$ cat config.mk
export PLATFORM = sky130hd
export DESIGN_NAME = tcw_queue
export DESIGN_NICKNAME = d
export VERILOG_FILES = /design/src/rtl/core/tcw_pkg.sv /design/src/rtl/core/tcw_queue.sv
export SDC_FILE = /design/constraint.sdc
export NUM_CORES = 1
export LEC_CHECK = 0
export ABC_AREA = 1
export BUFFER_PORTS_ARGS = -buffer_cell sky130_fd_sc_hd__buf_4
export CAP_MARGIN = 40
export CORE_ASPECT_RATIO = 1.2
export CORE_MARGIN = 2
export CORE_UTILIZATION = 45
export DETAILED_ROUTE_END_ITERATION = 7
export PLACE_DENSITY = 0.72
export SLEW_MARGIN = 20
export SYNTH_ARGS = -nofsm -noshare
export SYNTH_HDL_FRONTEND = slang
export SYNTH_SLANG_ARGS = --single-unit
$ cat constraint.sdc
create_clock -name clk -period 1.29 [get_ports clk]
set_input_delay 0.0645 -clock clk [delete_from_list [all_inputs] [get_ports clk]]
set_output_delay 0.0645 -clock clk [all_outputs]
set_load 0.02 [all_outputs]
$ cat src/rtl/core/tcw_pkg.sv
// Shared types and constants of the text console character writer.
package tcw_pkg;

	localparam logic [7:0] CHAR_NEWLINE   = 8'h0A;
	localparam logic [7:0] CHAR_BACKSPACE = 8'h08;
	localparam logic [7:0] CHAR_SPACE     = 8'h20;
	localparam logic [7:0] ATTR_RESET     = 8'h03;
	localparam logic [15:0] CELL_RESET    = {ATTR_RESET, CHAR_SPACE};

	localparam int OUT_INDEX_W  = 11;
	localparam int OUT_ROW_W    = 5;
	localparam int OUT_COLUMN_W = 7;

	localparam int QUEUE_DEPTH = 2;
	localparam int QUEUE_PTR_W = 1;
	localparam int QUEUE_CNT_W = 2;

	typedef enum logic [1:0] {
		OP_PRINT     = 2'd0,
		OP_NEWLINE   = 2'd1,
		OP_BACKSPACE = 2'd2
	} tcw_op_kind_t;

	typedef struct packed {
		tcw_op_kind_t kind;
		logic [7:0]   code;
	} tcw_op_t;

	typedef struct packed {
		logic q_full;
		logic clearing;
	} tcw_front_ctl_t;

	typedef enum logic [3:0] {
		ST_CLEAR    = 4'b0001,
		ST_IDLE     = 4'b0010,
		ST_SCAN_RD  = 4'b0100,
		ST_SCAN_CMP = 4'b1000
	} tcw_state_t;

endpackage

$ cat src/rtl/core/tcw_queue.sv
// Short operation queue between the input side and the screen engine.
module tcw_queue
	import tcw_pkg::*;
(
	input  logic    clk,
	input  logic    arst_n,
	input  logic    push,
	input  tcw_op_t push_op,
	input  logic    pop,
	output logic    head_valid,
	output tcw_op_t head_op,
	output logic    full
);

	tcw_op_t                entry_q [QUEUE_DEPTH];
	logic [QUEUE_PTR_W-1:0] wr_ptr_q;
	logic [QUEUE_PTR_W-1:0] rd_ptr_q;
	logic [QUEUE_CNT_W-1:0] count_q;

	assign head_valid = (count_q != '0);
	assign head_op    = entry_q[rd_ptr_q];
	assign full       = (count_q == QUEUE_CNT_W'(QUEUE_DEPTH));

	always_ff @(posedge clk) begin
		if (push) begin
			entry_q[wr_ptr_q] <= push_op;
		end
	end

	always_ff @(posedge clk or negedge arst_n) begin
		if (!arst_n) begin
			wr_ptr_q <= '0;
			rd_ptr_q <= '0;
			count_q  <= '0;
		end else begin
			if (push) begin
				wr_ptr_q <= wr_ptr_q + 1'b1;
			end
			if (pop) begin
				rd_ptr_q <= rd_ptr_q + 1'b1;
			end
			unique case ({push, pop})
				2'b10:   count_q <= count_q + 1'b1;
				2'b01:   count_q <= count_q - 1'b1;
				default: count_q <= count_q;
			endcase
		end
	end

endmodule

==> flow_summary_export.csv <==
group,metric,value,unit
run_status,status,"completed",
floorplan,core_area,0.00207,mm²
floorplan,num_rows,18,
cells_and_area,final_common_cell,"edfxtp_1",
logic_synthesis,yosysTopAreaCell,"edfxtp_1",
cells_and_area,drive_gt1_share,36.4,%
placed_design,place_hpwl,1060,µm
cells_and_area,fillers,145,
clocking,cts.sink_count,24,
logic_synthesis,synth.area.top_cells,"edfxtp_1, dfrtp_1, o21ai_2",
logic_synthesis,yosysSeqAreaShare,70.7,%
critical_path,regToRegEndpoint,"entry_q[1][4]",
grt,grt_pass1_wl,2550,µm
critical_path,r2r_cells,2,
placed_design,gp_congestion,0.610,
logic_synthesis,synth_cell_type_count,14,
cells_and_area,multi_input_area,208,µm²
grt,grt_usage,13.9,%
route,viasPerCell,4.43,
clocking,ctsHtreeMaxLevel,1,
sta,fin_crit_sh,96.8,%
cells_and_area,area_growth,42.8,%
clocking,cts_buffer_depth,2,
logic_synthesis,ys_warn_count,0,
critical_path,crit_arrival,1.18,ns
clocking,root_buffer,"clkbuf_4",
sta,max_freq,0.801,GHz
route,drt_first_pass_iters,2,
critical_path,cp-start-kind,"flip-flop",
sta,setup_viol,0,
critical_path,path_cells,"buf_12, o21ai_2, buf_6",
sta,maxSlewHeadroom,74.5,%
hold_path,hold_path.class,"in2async",
floorplan,initial_core_util,47.8,%
logic_synthesis,syn_inst,76,
floorplan,fp.dieArea,0.00259,mm²
placed_design,dp_slack,0.220,ns
sta,min_period,1.25,ns
route,via_count,655,
sta,tightest_slew,0.382,ns
logic_synthesis,synth.top_cell.area_share,60.6,%
critical_path,critPathMaxStageDelay,0.43,ns
pwr,ir_drop,1.38,mV
clocking,clk_pin_slew,0.12,ns
grt,globalRouteOverflowTotal,0,
sta,setup_tns,0,ns
cells_and_area,regArea,701,µm²
placed_design,io_buffers,25,
sta,hold_viol_final,0,
route,avgRoutedWirePerCell,10.5,µm
pwr,power_density,1980,mW/mm²
floorplan,io_pins,26,
pwr,p_leak,0.000628,µW
floorplan,die_y,55.4,µm
route,detail-route-antenna-nets,0,
sta,fin_ws,0.0410,ns
cells_and_area,final_core_util,68.3,%
route,drcViolationCount,0,
critical_path,worstPathRequired,1.23,ns
flow_run,maxCapViolCount,0,
cells_and_area,final_cell_mix,"edfxtp_1, buf_4, inv_1, nand2_1, dlygate4sd3_1",
critical_path,critical_path.max_fanout,20,
sta,rsz0062_at_grt,"yes",
cells_and_area,num_antenna_cells,0,
critical_path,reg2reg_slack,0.21,ns
logic_synthesis,netlist_area,991,µm²
logic_synthesis,avgSynthCellArea,13.0,µm²
grt,grt_max_degree,21,
sta,skew,0.00153,ns
clocking,cts_buffers,3,
sta,slew_violations,0,
clocking,cts_tree,"done",
clocking,clk_latency,0.30,ns
route,wl,1550,µm
critical_path,path_class,"reg2out",
logic_synthesis,synth-seq-cells,24,
critical_path,regToRegStartpoint,"wr_ptr_q",
cells_and_area,fin_nets,135,
floorplan,fp.dieW,46.8,µm
critical_path,cp_slowest_cell,"dfrtp_1",
grt,antenna_found_initial,0,
logic_synthesis,synthesis.nets,91,
route,drt_iter0_markers,7,
grt,grt_pass1_vias,671,
critical_path,cp-end-kind,"output port",
metal layers:
metal  routed length, µm  track usage (%)  vias up
met2                 843             24.3       18
met3                  52             2.29        4
met1                 614             13.3      303
li1                    -                -      330
met4                  44             10.3        0
met5                   0                0        -
sequential cells by signal, indices dropped and copies added, names as in the netlist:
name,flops
entry_q,20
rd_ptr_q,1
wr_ptr_q,1
count_q,2
area by class of cell:
class	instances	share of cell area [%]
Clock buffer	3	1.59
Multi-Input combinational cell	34	14.7
Inverter	16	4.24
Tap cell	30	2.65
Timing Repair Buffer	41	27.3
Sequential cell	24	49.5
repair_timing:
| action | 4_1_cts | 5_1_grt |
|---|---|---|
| hold endpoints to repair | 26 | 0 |
| pin swaps | 0 | 0 |
| cloned | 0 | 0 |
| resized for setup | 3 | 9 |
| buffers inserted | 0 | 1 |
| hold buffers | 13 | 0 |
| setup endpoints to repair | 10 | 10 |
synth_stat cells:
cell	n
edfxtp_1	20
inv_1	15
nand2_1	15
o21ai_2	10
dfrtp_1	4
buf_6	2
nor2_1	2
xor2_1	2
ha_1	1
inv_2	1
nand2_2	1
nand3_1	1
nand4_1	1
xnor2_1	1
stage by stage:
| stage | total power (µW) | cell area (µm²) | std cells | hold slack (ns) |
|---|---|---|---|---|
| after CTS | 2680 | 1370 | 147 | 0.0753 |
| after global placement | 2260 | 1210 | 131 | -0.137 |
| after global routing | 2970 | 1420 | 148 | 0.0677 |
| after detailed placement | 2300 | 1210 | 131 | -0.135 |
| after floorplan | 1920 | 991 | 76 | -0.231 |
| final | 2800 | 1420 | 148 | 0.0825 |
power breakdown:
group | switching [µW] | internal [µW]
clock network | 199 | 109
registers | 90.1 | 1050
logic | 717 | 634
total | 1010 | 1790
worst max-delay path, delay by kind of cell, from the launching register on:
| family | cells | cell delay, ns |
|---|---|---|
| flip-flops | 1 | 0.43 |
| AO/OA/AOI/OAI | 1 | 0.15 |
| buffers and inverters | 2 | 0.30 |
logic make-up (layout without fill, tap and decap cells):
logic type | count (synthesis) | in the layout | share of synthesized area [%]
simple gates | 20 | 20 | 8.21
fa+ha+maj | 1 | 1 | 1.26
compound gates | 10 | 10 | 8.84
flops | 24 | 24 | 70.7
xor+xnor | 3 | 3 | 2.65
buf+inv | 18 | 60 | 8.33
worst max-delay path by stage:
stage                  start       endpoint  cells after the start
floorplan           wr_ptr_q  entry_q[0][0]                      1
global placement    wr_ptr_q  entry_q[1][8]                      2
detailed placement  wr_ptr_q  entry_q[1][8]                      2
CTS                 rd_ptr_q     head_op[2]                      4
global route        rd_ptr_q     head_op[1]                      4
finish              rd_ptr_q     head_op[7]                      3
(Power assumes the default switching activity.)
